[src/rtl/deq_pkg.sv]
`timescale 1ns / 1ps
// ----------------------------------------------------------------------------
// Double-ended queue package
// Shared widths, codes and the command and status bundles between the
// controller and the datapath.
// ----------------------------------------------------------------------------
package deq_pkg;

   localparam int DATA_W        = 32;
   localparam int ACTION_W      = 3;
   localparam int STATUS_W      = 2;
   localparam int DEPTH_DEFAULT = 16;

   typedef enum logic [ACTION_W-1:0] {
      ACT_PUSH_FRONT = 3'd0,
      ACT_PUSH_BACK  = 3'd1,
      ACT_POP_FRONT  = 3'd2,
      ACT_POP_BACK   = 3'd3,
      ACT_DUMP_FWD   = 3'd4,
      ACT_DUMP_BACK  = 3'd5
   } action_type;

   typedef enum logic [STATUS_W-1:0] {
      ST_OK    = 2'd0,
      ST_EMPTY = 2'd1,
      ST_FULL  = 2'd2
   } status_type;

   typedef struct packed {
      logic       push_front;
      logic       push_back;
      logic       pop_front;
      logic       pop_back;
      logic       dump_start;
      logic       dump_rev;
      logic       issue_read;
      logic       load_single;
      logic       load_dump;
      status_type single_status;
   } cmd_type;

   typedef struct packed {
      logic empty;
      logic full;
      logic issue_done;
      logic pend_last;
      logic out_free;
   } stat_type;

endpackage

[src/rtl/deq_ram.sv]
`timescale 1ns / 1ps
// ----------------------------------------------------------------------------
// Generic single-port-write RAM
// One write port and one read port; read data is registered and holds
// while no read is requested.
// ----------------------------------------------------------------------------
module deq_ram #(
   parameter int WIDTH = 32,
   parameter int DEPTH = 16
) (
   input  logic                     clock,
   input  logic                     wr_en,
   input  logic [$clog2(DEPTH)-1:0] wr_addr,
   input  logic [WIDTH-1:0]         wr_data,
   input  logic                     rd_en,
   input  logic [$clog2(DEPTH)-1:0] rd_addr,
   output logic [WIDTH-1:0]         rd_data
);

   logic [WIDTH-1:0] mem [DEPTH];
   logic [WIDTH-1:0] rd_data_ff;

   always_ff @(posedge clock) begin
      if (wr_en) begin
         mem[wr_addr] <= wr_data;
      end
      if (rd_en) begin
         rd_data_ff <= mem[rd_addr];
      end
   end

   assign rd_data = rd_data_ff;

endmodule

[src/rtl/deq_datapath.sv]
`timescale 1ns / 1ps
// ----------------------------------------------------------------------------
// Double-ended queue datapath
// Front pointer, occupancy count, entry store, dump counter and the
// result register.
// ----------------------------------------------------------------------------
module deq_datapath #(
   parameter int DEPTH = deq_pkg::DEPTH_DEFAULT
) (
   input  logic                              clock,
   input  logic                              reset,
   input  deq_pkg::cmd_type                  cmd,
   output deq_pkg::stat_type                 stat,
   input  logic signed [deq_pkg::DATA_W-1:0] req_value,
   output logic                              rsp_valid,
   input  logic                              rsp_ready,
   output logic [deq_pkg::STATUS_W-1:0]      rsp_status,
   output logic signed [deq_pkg::DATA_W-1:0] rsp_data,
   output logic                              rsp_last
);
   import deq_pkg::*;

   localparam int IDX_W = $clog2(DEPTH);
   localparam int CNT_W = $clog2(DEPTH + 1);
   localparam int SUM_W = CNT_W + 1;
   localparam logic [CNT_W-1:0] DEPTH_C = CNT_W'(DEPTH);
   localparam logic [IDX_W-1:0] LAST_IDX = IDX_W'(DEPTH - 1);

   function automatic logic [IDX_W-1:0] wrap_add(input logic [IDX_W-1:0] base,
                                                 input logic [CNT_W-1:0] off);
      logic [SUM_W-1:0] sum;
      sum = SUM_W'(base) + SUM_W'(off);
      if (sum >= SUM_W'(DEPTH)) begin
         sum = sum - SUM_W'(DEPTH);
      end
      return sum[IDX_W-1:0];
   endfunction

   logic [IDX_W-1:0]          front_ff, front_in;
   logic [CNT_W-1:0]          occ_ff, occ_in;
   logic [CNT_W-1:0]          issue_cnt_ff, issue_cnt_in;
   logic                      dump_rev_ff, dump_rev_in;
   logic                      pend_last_ff, pend_last_in;
   logic                      rsp_valid_ff, rsp_valid_in;
   logic [STATUS_W-1:0]       rsp_status_ff, rsp_status_in;
   logic signed [DATA_W-1:0]  rsp_data_ff, rsp_data_in;
   logic                      rsp_last_ff, rsp_last_in;

   logic [IDX_W-1:0]  front_dec;
   logic [IDX_W-1:0]  front_inc;
   logic [IDX_W-1:0]  back_next;
   logic [CNT_W-1:0]  dump_off;
   logic [IDX_W-1:0]  rd_addr;
   logic [IDX_W-1:0]  wr_addr;
   logic              wr_en;
   logic [DATA_W-1:0] rd_data;

   assign front_dec = (front_ff == '0) ? LAST_IDX : front_ff - IDX_W'(1);
   assign front_inc = wrap_add(front_ff, CNT_W'(1));
   assign back_next = wrap_add(front_ff, occ_ff);
   assign dump_off  = dump_rev_ff ? occ_ff - CNT_W'(1) - issue_cnt_ff : issue_cnt_ff;
   assign rd_addr   = wrap_add(front_ff, dump_off);
   assign wr_en     = cmd.push_front | cmd.push_back;
   assign wr_addr   = cmd.push_front ? front_dec : back_next;

   deq_ram #(
      .WIDTH (DATA_W),
      .DEPTH (DEPTH)
   ) u_ram (
      .clock   (clock),
      .wr_en   (wr_en),
      .wr_addr (wr_addr),
      .wr_data (req_value),
      .rd_en   (cmd.issue_read),
      .rd_addr (rd_addr),
      .rd_data (rd_data)
   );

   always_comb begin
      front_in     = front_ff;
      occ_in       = occ_ff;
      issue_cnt_in = issue_cnt_ff;
      dump_rev_in  = dump_rev_ff;
      pend_last_in = pend_last_ff;
      if (cmd.push_front) begin
         front_in = front_dec;
      end else if (cmd.pop_front) begin
         front_in = front_inc;
      end
      if (cmd.push_front || cmd.push_back) begin
         occ_in = occ_ff + CNT_W'(1);
      end else if (cmd.pop_front || cmd.pop_back) begin
         occ_in = occ_ff - CNT_W'(1);
      end
      if (cmd.dump_start) begin
         issue_cnt_in = '0;
         dump_rev_in  = cmd.dump_rev;
      end else if (cmd.issue_read) begin
         issue_cnt_in = issue_cnt_ff + CNT_W'(1);
         pend_last_in = (issue_cnt_ff + CNT_W'(1)) == occ_ff;
      end
   end

   always_comb begin
      rsp_valid_in  = rsp_valid_ff;
      rsp_status_in = rsp_status_ff;
      rsp_data_in   = rsp_data_ff;
      rsp_last_in   = rsp_last_ff;
      if (cmd.load_single) begin
         rsp_valid_in  = 1'b1;
         rsp_status_in = cmd.single_status;
         rsp_data_in   = '0;
         rsp_last_in   = 1'b1;
      end else if (cmd.load_dump) begin
         rsp_valid_in  = 1'b1;
         rsp_status_in = ST_OK;
         rsp_data_in   = $signed(rd_data);
         rsp_last_in   = pend_last_ff;
      end else if (rsp_ready) begin
         rsp_valid_in  = 1'b0;
      end
   end

   always_ff @(posedge clock) begin
      if (reset) begin
         front_ff     <= '0;
         occ_ff       <= '0;
         issue_cnt_ff <= '0;
         dump_rev_ff  <= 1'b0;
         pend_last_ff <= 1'b0;
         rsp_valid_ff <= 1'b0;
      end else begin
         front_ff     <= front_in;
         occ_ff       <= occ_in;
         issue_cnt_ff <= issue_cnt_in;
         dump_rev_ff  <= dump_rev_in;
         pend_last_ff <= pend_last_in;
         rsp_valid_ff <= rsp_valid_in;
      end
   end

   always_ff @(posedge clock) begin
      rsp_status_ff <= rsp_status_in;
      rsp_data_ff   <= rsp_data_in;
      rsp_last_ff   <= rsp_last_in;
   end

   assign stat.empty      = occ_ff == '0;
   assign stat.full       = occ_ff == DEPTH_C;
   assign stat.issue_done = issue_cnt_ff == occ_ff;
   assign stat.pend_last  = pend_last_ff;
   assign stat.out_free   = !rsp_valid_ff || rsp_ready;

   assign rsp_valid  = rsp_valid_ff;
   assign rsp_status = rsp_status_ff;
   assign rsp_data   = rsp_data_ff;
   assign rsp_last   = rsp_last_ff;

endmodule

[src/rtl/deq_ctrl.sv]
`timescale 1ns / 1ps
// ----------------------------------------------------------------------------
// Double-ended queue controller
// Decodes each accepted word and sequences the reads of a dump.
// ----------------------------------------------------------------------------
module deq_ctrl (
   input  logic                          clock,
   input  logic                          reset,
   input  logic                          req_valid,
   output logic                          req_ready,
   input  logic [deq_pkg::ACTION_W-1:0]  req_action,
   input  deq_pkg::stat_type             stat,
   output deq_pkg::cmd_type              cmd
);
   import deq_pkg::*;

   typedef enum logic {
      S_IDLE,
      S_DUMP
   } state_type;

   state_type state_ff, state_in;
   logic      pend_ff, pend_in;

   always_comb begin
      state_in  = state_ff;
      pend_in   = pend_ff;
      cmd       = '0;
      req_ready = 1'b0;
      unique case (state_ff)
         S_IDLE: begin
            req_ready = stat.out_free;
            if (req_valid && stat.out_free) begin
               unique case (action_type'(req_action))
                  ACT_PUSH_FRONT, ACT_PUSH_BACK: begin
                     cmd.load_single = 1'b1;
                     if (stat.full) begin
                        cmd.single_status = ST_FULL;
                     end else begin
                        cmd.single_status = ST_OK;
                        cmd.push_front = action_type'(req_action) == ACT_PUSH_FRONT;
                        cmd.push_back  = action_type'(req_action) == ACT_PUSH_BACK;
                     end
                  end
                  ACT_POP_FRONT, ACT_POP_BACK: begin
                     cmd.load_single = 1'b1;
                     if (stat.empty) begin
                        cmd.single_status = ST_EMPTY;
                     end else begin
                        cmd.single_status = ST_OK;
                        cmd.pop_front = action_type'(req_action) == ACT_POP_FRONT;
                        cmd.pop_back  = action_type'(req_action) == ACT_POP_BACK;
                     end
                  end
                  ACT_DUMP_FWD, ACT_DUMP_BACK: begin
                     if (stat.empty) begin
                        cmd.load_single   = 1'b1;
                        cmd.single_status = ST_EMPTY;
                     end else begin
                        cmd.dump_start = 1'b1;
                        cmd.dump_rev   = action_type'(req_action) == ACT_DUMP_BACK;
                        pend_in        = 1'b0;
                        state_in       = S_DUMP;
                     end
                  end
                  default: begin
                  end
               endcase
            end
         end
         S_DUMP: begin
            cmd.load_dump  = pend_ff && stat.out_free;
            cmd.issue_read = !stat.issue_done && (!pend_ff || stat.out_free);
            pend_in        = cmd.issue_read || (pend_ff && !cmd.load_dump);
            if (cmd.load_dump && stat.pend_last) begin
               state_in = S_IDLE;
            end
         end
         default: begin
            state_in = S_IDLE;
         end
      endcase
   end

   always_ff @(posedge clock) begin
      if (reset) begin
         state_ff <= S_IDLE;
         pend_ff  <= 1'b0;
      end else begin
         state_ff <= state_in;
         pend_ff  <= pend_in;
      end
   end

endmodule

[src/rtl/double_ended_queue.sv]
`timescale 1ns / 1ps
// Push and pop: the result is registered as the word is accepted.
// Dump of n entries: the dump state issues the reads of the entry store, whose
// registered read port feeds the result register; from then on one result per
// cycle while the receiver takes them. A new word is accepted once the result
// register is free or being taken and no dump is running.
// Reset clears the pointers, the count and the controller; store contents stay.
// ----------------------------------------------------------------------------
// Double-ended queue
// Bounded deque of signed words in a circular store with push, pop and dump.
// ----------------------------------------------------------------------------
module double_ended_queue #(
   parameter int DEPTH = deq_pkg::DEPTH_DEFAULT
) (
   input  logic                              clock,
   input  logic                              reset,
   input  logic                              req_valid,
   output logic                              req_ready,
   input  logic [deq_pkg::ACTION_W-1:0]      req_action,
   input  logic signed [deq_pkg::DATA_W-1:0] req_value,
   output logic                              rsp_valid,
   input  logic                              rsp_ready,
   output logic [deq_pkg::STATUS_W-1:0]      rsp_status,
   output logic signed [deq_pkg::DATA_W-1:0] rsp_data,
   output logic                              rsp_last
);
   import deq_pkg::*;

   cmd_type  cmd;
   stat_type stat;

   deq_ctrl u_ctrl (
      .clock      (clock),
      .reset      (reset),
      .req_valid  (req_valid),
      .req_ready  (req_ready),
      .req_action (req_action),
      .stat       (stat),
      .cmd        (cmd)
   );

   deq_datapath #(
      .DEPTH (DEPTH)
   ) u_datapath (
      .clock      (clock),
      .reset      (reset),
      .cmd        (cmd),
      .stat       (stat),
      .req_value  (req_value),
      .rsp_valid  (rsp_valid),
      .rsp_ready  (rsp_ready),
      .rsp_status (rsp_status),
      .rsp_data   (rsp_data),
      .rsp_last   (rsp_last)
   );

endmodule

[config.mk]
export PLATFORM = sky130hd
export DESIGN_NAME = double_ended_queue
export DESIGN_NICKNAME = d
export VERILOG_FILES = /design/src/rtl/deq_pkg.sv /design/src/rtl/deq_ram.sv /design/src/rtl/deq_datapath.sv /design/src/rtl/deq_ctrl.sv /design/src/rtl/double_ended_queue.sv
export SDC_FILE = /design/constraint.sdc
export NUM_CORES = 1
export LEC_CHECK = 0
export ABC_CLOCK_PERIOD_IN_PS = 5000
export BUFFER_PORTS_ARGS = -buffer_cell sky130_fd_sc_hd__buf_4
export CORE_UTILIZATION = 40
export CTS_CLUSTER_SIZE = 25
export DETAILED_ROUTE_END_ITERATION = 7
export MAX_ROUTING_LAYER = met4
export PLACE_DENSITY = 0.52
export RECOVER_POWER = 50
export SYNTH_ARGS = -nofsm -noshare
export SYNTH_HDL_FRONTEND = slang
export SYNTH_SLANG_ARGS = --single-unit
[constraint.sdc]
create_clock -name clock -period 5 [get_ports clock]
set_input_delay 0.5 -clock clock [delete_from_list [all_inputs] [get_ports clock]]
set_output_delay 0.5 -clock clock [all_outputs]
set_load 0.05 [all_outputs]
# Yosys cells after proc, flatten, opt, wreduce, memory -nomap -nowiden
# Memories as Yosys holds them, arrays and structs flattened. A register that Yosys moved wholly into a read port is not among the register bits.
# Index checks and enable logic that the tools add are counted.
# W data, S select, Z words.
# totals
word_cells	115
latch_bits	0
mem_bits_ro	0
out_inout_bits	37
mem_bits_rw	512
in_bits	39
ff_bits	54
n_memories	1
# op_classes
n_mul	0
mux	46
add_sub_neg	11
shifts	0
n_div	0
bitwise_logic	3
n_eq_ne	11
order_cmp	3
reduce_logical	29
# mem_list
name	depth	width	rd	rd_ports_with_merged_regs	write_ports	line_no	source
u_datapath.u_ram.mem	16	32	1	1	1	deq_ram.sv:20	logic [WIDTH-1:0] mem [DEPTH];
# op_table
op	count
$mux W4	7
$mux W2	11
$mux W1	19
$sub A4 B1 Y4 const B	4
$mux W5	3
$add A4 B5 Y6	2
$ge A6 B5 Y1 const B	2
$mux W6	2
$add A5 B1 Y5 const B	2
$eq A5 B5 Y1	2
$reduce_or A2 Y1	4
$reduce_or A4 Y1	2
$eq A3 B2 Y1 const B	2
$eq A3 B3 Y1 const B	2
$pmux W1 S2	3
$reduce_bool A2 Y1	3
$add A4 B1 Y5 const B	1
$eq A5 B5 Y1 const B	1
$ge A5 B5 Y1 const B	1
$logic_and A1 B1 Y1	5
$logic_not A5 Y1	1
$logic_or A1 B1 Y1	5
$sub A5 B1 Y5 const B	1
$sub A5 B5 Y5	1
12 further kinds	17

# Longest topological paths before layout
# logic_depth
word_depth	8
ltp_mapped	14
mapped_depth_nobuf	12

# Cells and area by module
# A second synthesis with hierarchy kept.
# unflattened
hier_cells	1176
hier_area_um2	23236.0
# modules_own_cells
module	n_inst	cells_each	area_each_um2	seq_area_each_um2
deq_ram	1	838	20155.6	16335.7
deq_datapath	1	297	2766.4	1061.0
deq_ctrl	1	41	314.1	40.0

# Least setup slack after synthesis
# OpenSTA, ideal clock, no wires.
# synth_timing
path_type	register to register
startpoint	register u_datapath.occ_ff[1]
endpoint	memory u_datapath.u_ram.mem[10][0] (enable)
stages_incl_launch_ff	9
setup_ps	461
arrival_time_ps	4036
t_required_ps	4539
path_slack_ps	503
path_buffers	1
synth_period_minus_slack_ps	4497
cell_sequence	dfxtp_1 -> buf_6 -> inv_1 -> ha_1 -> nand4bb_1 -> nand4_1 -> nor2_1 -> mux2_2 -> nor3_1
# synth_via
elab_chain_len	8
elab_cells_between_ends	13
classes_between	2 x add/sub; 1 x order compare; 1 x eq/ne; 8 x mux; 1 x bitwise
# synth_lines
item	line_no	source
from (decl)	deq_datapath.sv:40	logic [CNT_W-1:0] occ_ff, occ_in;
from (signal assigned)	deq_datapath.sv:134	occ_ff <= occ_in;
branches (longest 8 deep; another with $add A4 B5 Y6)	n/a	
to (decl)	deq_ram.sv:20	
# Parallel ways; which one is timed is not known.

# Worst setup path after layout
# layout_timing
startpoint	register u_datapath.occ_ff[1]
endpoint	register u_datapath.u_ram.rd_data_ff[19] (netlist: u_datapath.u_ram.rd_data[19]) (read register of u_datapath.u_ram.mem) (data pin)
# layout_via
elab_chain_len	6
elab_cells_between_ends	11
classes_between	4 x add/sub; 1 x order compare; 1 x eq/ne; 3 x mux; 2 x reduce/logical
# layout_lines
item	line_no	source
$sub A5 B1 Y5	deq_datapath.sv:61	assign dump_off = dump_rev_ff ? occ_ff - CNT_W'(1) - issue_cnt_ff : issue_cnt_ff;
$sub A5 B5 Y5	deq_datapath.sv:61	
$mux W5	deq_datapath.sv:61	
$add A4 B5 Y6	deq_datapath.sv:32	sum = SUM_W'(base) + SUM_W'(off);
$ge A6 B5 Y1 or $sub A4 B1 Y4 (tied branches)	deq_datapath.sv:33, deq_datapath.sv:34	
$mux W4	deq_datapath.sv:33	if (sum >= SUM_W'(DEPTH)) begin
to (decl)	deq_ram.sv:21	logic [WIDTH-1:0] rd_data_ff;
# Parallel ways exist; a longest one is shown, timed or not.
# A chain may end at the register's enable or synchronous reset.

==> reports/qor.csv <==
metric,value,unit
Worst Path Arrival,4430,ps
post-synthesis sequential area ratio,73.9,%
Avg WL per Cell,25.1,um
Final Hold Slack,183,ps
clock-pin slew on the worst setup and hold paths,60,ps
Required @ worst endpoint,5350,ps
first-pass GRT wire length,79800,um
router iterations before antenna repair,4,
Slew @ Worst Pin,2360,ps
core area,0.0580,mm^2
H-tree depth,2,
Post-synth EDFFs,546,
Area contributors post-synth,"edfxtp_1 70%, mux4_2 12%, dfxtp_1 4.4%",
Fin. Hold Viols,0,
Yosys warnings,0,
Mapped Cells,1208,
"Max FO, Critical Path",19,
register bit count reported by yosys,598,
"most common cell after layout, fill and taps aside",edfxtp_1,
clk_skew,11.9,ps
post-synthesis area per instance,19.5,um^2
Clock Tree Root,clkbuf_16,
Synth area leader,edfxtp_1,
violation count after the first detailed-routing iteration,648,
Clock Tree Buf Depth,3,
share of the synthesized area in the top cell type,69.5,%
final setup violation count,0,
Pleak,8.33,nW
largest net degree at the start of global routing,54,
GRT Resource Usage Total,19.0,%
failing checks,"capacitance limit, slew limit",
I/O Pins,76,
vias,11400,
"Cell Area, Synth",0.0236,mm^2
clock sink count,598,
vias per cell,5.36,
PwrDens,401,mW/mm^2
# Post-CTS Setup Buffers,0,
Starting Density,40.7,%
HPWL Detailed,27400,um
Worst-Skew Late Latency,620,ps
max-slew violations,34,
setup_tns,0,ps
Max VDD drop,0.279,mV
die width,245,um
Hold Path Class,in2reg,
WL final,53500,um
result of the run,finished with violations,
IO Port Bufs,75,
RSZ-0062 raised after global routing,no,
Max Cap Violations,1,
Crit Path Category,reg2reg,
# resized after CTS,0,
# DRC,0,
vias in the first global route,12000,
Final Net Count,1375,
CTS tree,built,
CTS Buf Count,61,
num rows,88,
die span in y,245,um
area of the die,0.0599,mm^2
"commonest cells after routing, fill and taps aside","546 x edfxtp_1, 128 x mux4_2, 100 x mux2i_1",
async set-or-reset flop fraction in the synthesized netlist,0,%
slew margin rel.,-57.3,%
Post-CTS Hold Fix Bufs,0,
initial antenna violation count,2,
minimum clock period,4080,ps
number of distinct library cells after synthesis,60,
ys flop type,edfxtp_1,
fill count,4902,
grt ovf,0,
startpoint types,flip-flop,
fraction of layout cells with a size suffix above 1,20.6,%
Area growth syn-to-layout,14.6,%
GPL Wtd Cong,0.789,
crit share post-route,81.5,%
post-route ant nets,0,
fmax,0.245,GHz
Mapped Nets,1266,
Worst setup EP type,flip-flop,
[worst paths after layout]
kind / slack, ps / endpoint / depth (start not counted) / startpoint
min reg2reg: 450 / u_datapath.rsp_data[9]$_SDFFE_PP0P_ / 2 / u_datapath.rsp_data[9]$_SDFFE_PP0P_
min: 180 / u_datapath.front_ff[1]$_SDFFE_PP0P_ / 2 / reset
max: 920 / u_datapath.u_ram.rd_data[19]$_DFFE_PP_ / 10 / u_datapath.occ_ff[1]$_SDFFE_PP0P_
max reg2reg: 920 / u_datapath.u_ram.rd_data[19]$_DFFE_PP_ / 10 / u_datapath.occ_ff[1]$_SDFFE_PP0P_
[through the flow]
step           setup WS, ps  cells  cell area, um^2  power (mW)  util, %
2_1_floorplan           503   1208            23600        6.21        -
3_3_place_gp            993   2019            25300        6.47     43.6
3_5_place_dp            918   2019            25300        6.48     43.6
4_1_cts                 903   2133            27300        11.0     47.1
5_1_grt                 663   2134            27000        11.2     46.6
6_report                924   2134            27000        10.8     46.6
[state kept, by name, indices dropped and copies added, names as in the netlist]
signal                    count
u_datapath.u_ram.mem        512
u_datapath.rsp_data          32
u_datapath.u_ram.rd_data     32
u_datapath.issue_cnt_ff       5
u_datapath.occ_ff             5
u_datapath.front_ff           4
u_datapath.rsp_status         2
u_ctrl.pend_ff                1
u_ctrl.state_ff               1
u_datapath.dump_rev_ff        1
u_datapath.pend_last_ff       1
u_datapath.rsp_last           1
u_datapath.rsp_valid          1
[layout make-up]
class | instances | area (um^2) | share of cell area [%]
Timing Repair Buffer | 107 | 667 | 2.47
Clock buffer | 97 | 1790 | 6.63
Tap cell | 765 | 957 | 3.54
Inverter | 12 | 45.0 | 0.167
Sequential cell | 598 | 17400 | 64.5
Antenna cell | 1 | 2.50 | 0.00926
Multi-Input combinational cell | 537 | 5930 | 21.9
Clock inverter | 17 | 196 | 0.727
[worst max-delay path: stages (launching register included)]
cell and delay (ps):
dfxtp_1 600, inv_1 150, ha_1 330, fa_1 440, a21oi_1 230, inv_1 80, fa_4 990, buf_4 360
mux4_2 350, mux2i_1 160, mux2i_1 90
[per-layer routing]
metal  track usage [%]  share of wire (%)  vias to the layer above
li1                  -                  -                     5102
met1              25.2                 45                     6081
met2              30.9                 50                      181
met3              2.83                3.2                       67
met4              4.38                1.9                        0
met5                 -                  0                        -
[synthesized netlist by cell type, drive strengths merged (2+ instances only)]
cell type,instances
a32oi,2
o211ai,3
nand3,4
and3,4
mux2i,100
a21oi,51
or3b,3
nand4,3
nand2,81
nor3,18
nor2b,3
nor2,30
nand3b,4
a211oi,6
fa,3
clkbuf,34
buf,27
edfxtp,546
ha,16
mux4,128
nand2b,7
o21a,2
o21ai,11
xnor2,17
and4,2
inv,12
or3,4
dfxtp,52
a21o,4
xor2,7
nor4,5
a211o,2
a31oi,3
[kinds of logic after synthesis]
group | share of synthesized area, %
XOR/XNOR | 1.00
AO/OA/AOI/OAI | 2.34
multiplexers | 16.5
adder cells (fa/ha/maj) | 1.10
flip-flops | 73.9
AND/OR/NAND/NOR | 3.67
buffers and inverters | 1.45
[where the power goes]
part,internal (mW),total [mW],switching [mW]
Clock,2.65,4.50,1.84
Combinational,0.354,0.801,0.446
Sequential,5.51,5.54,0.0278
No activity file was read; power rests on OpenSTA's default activity.
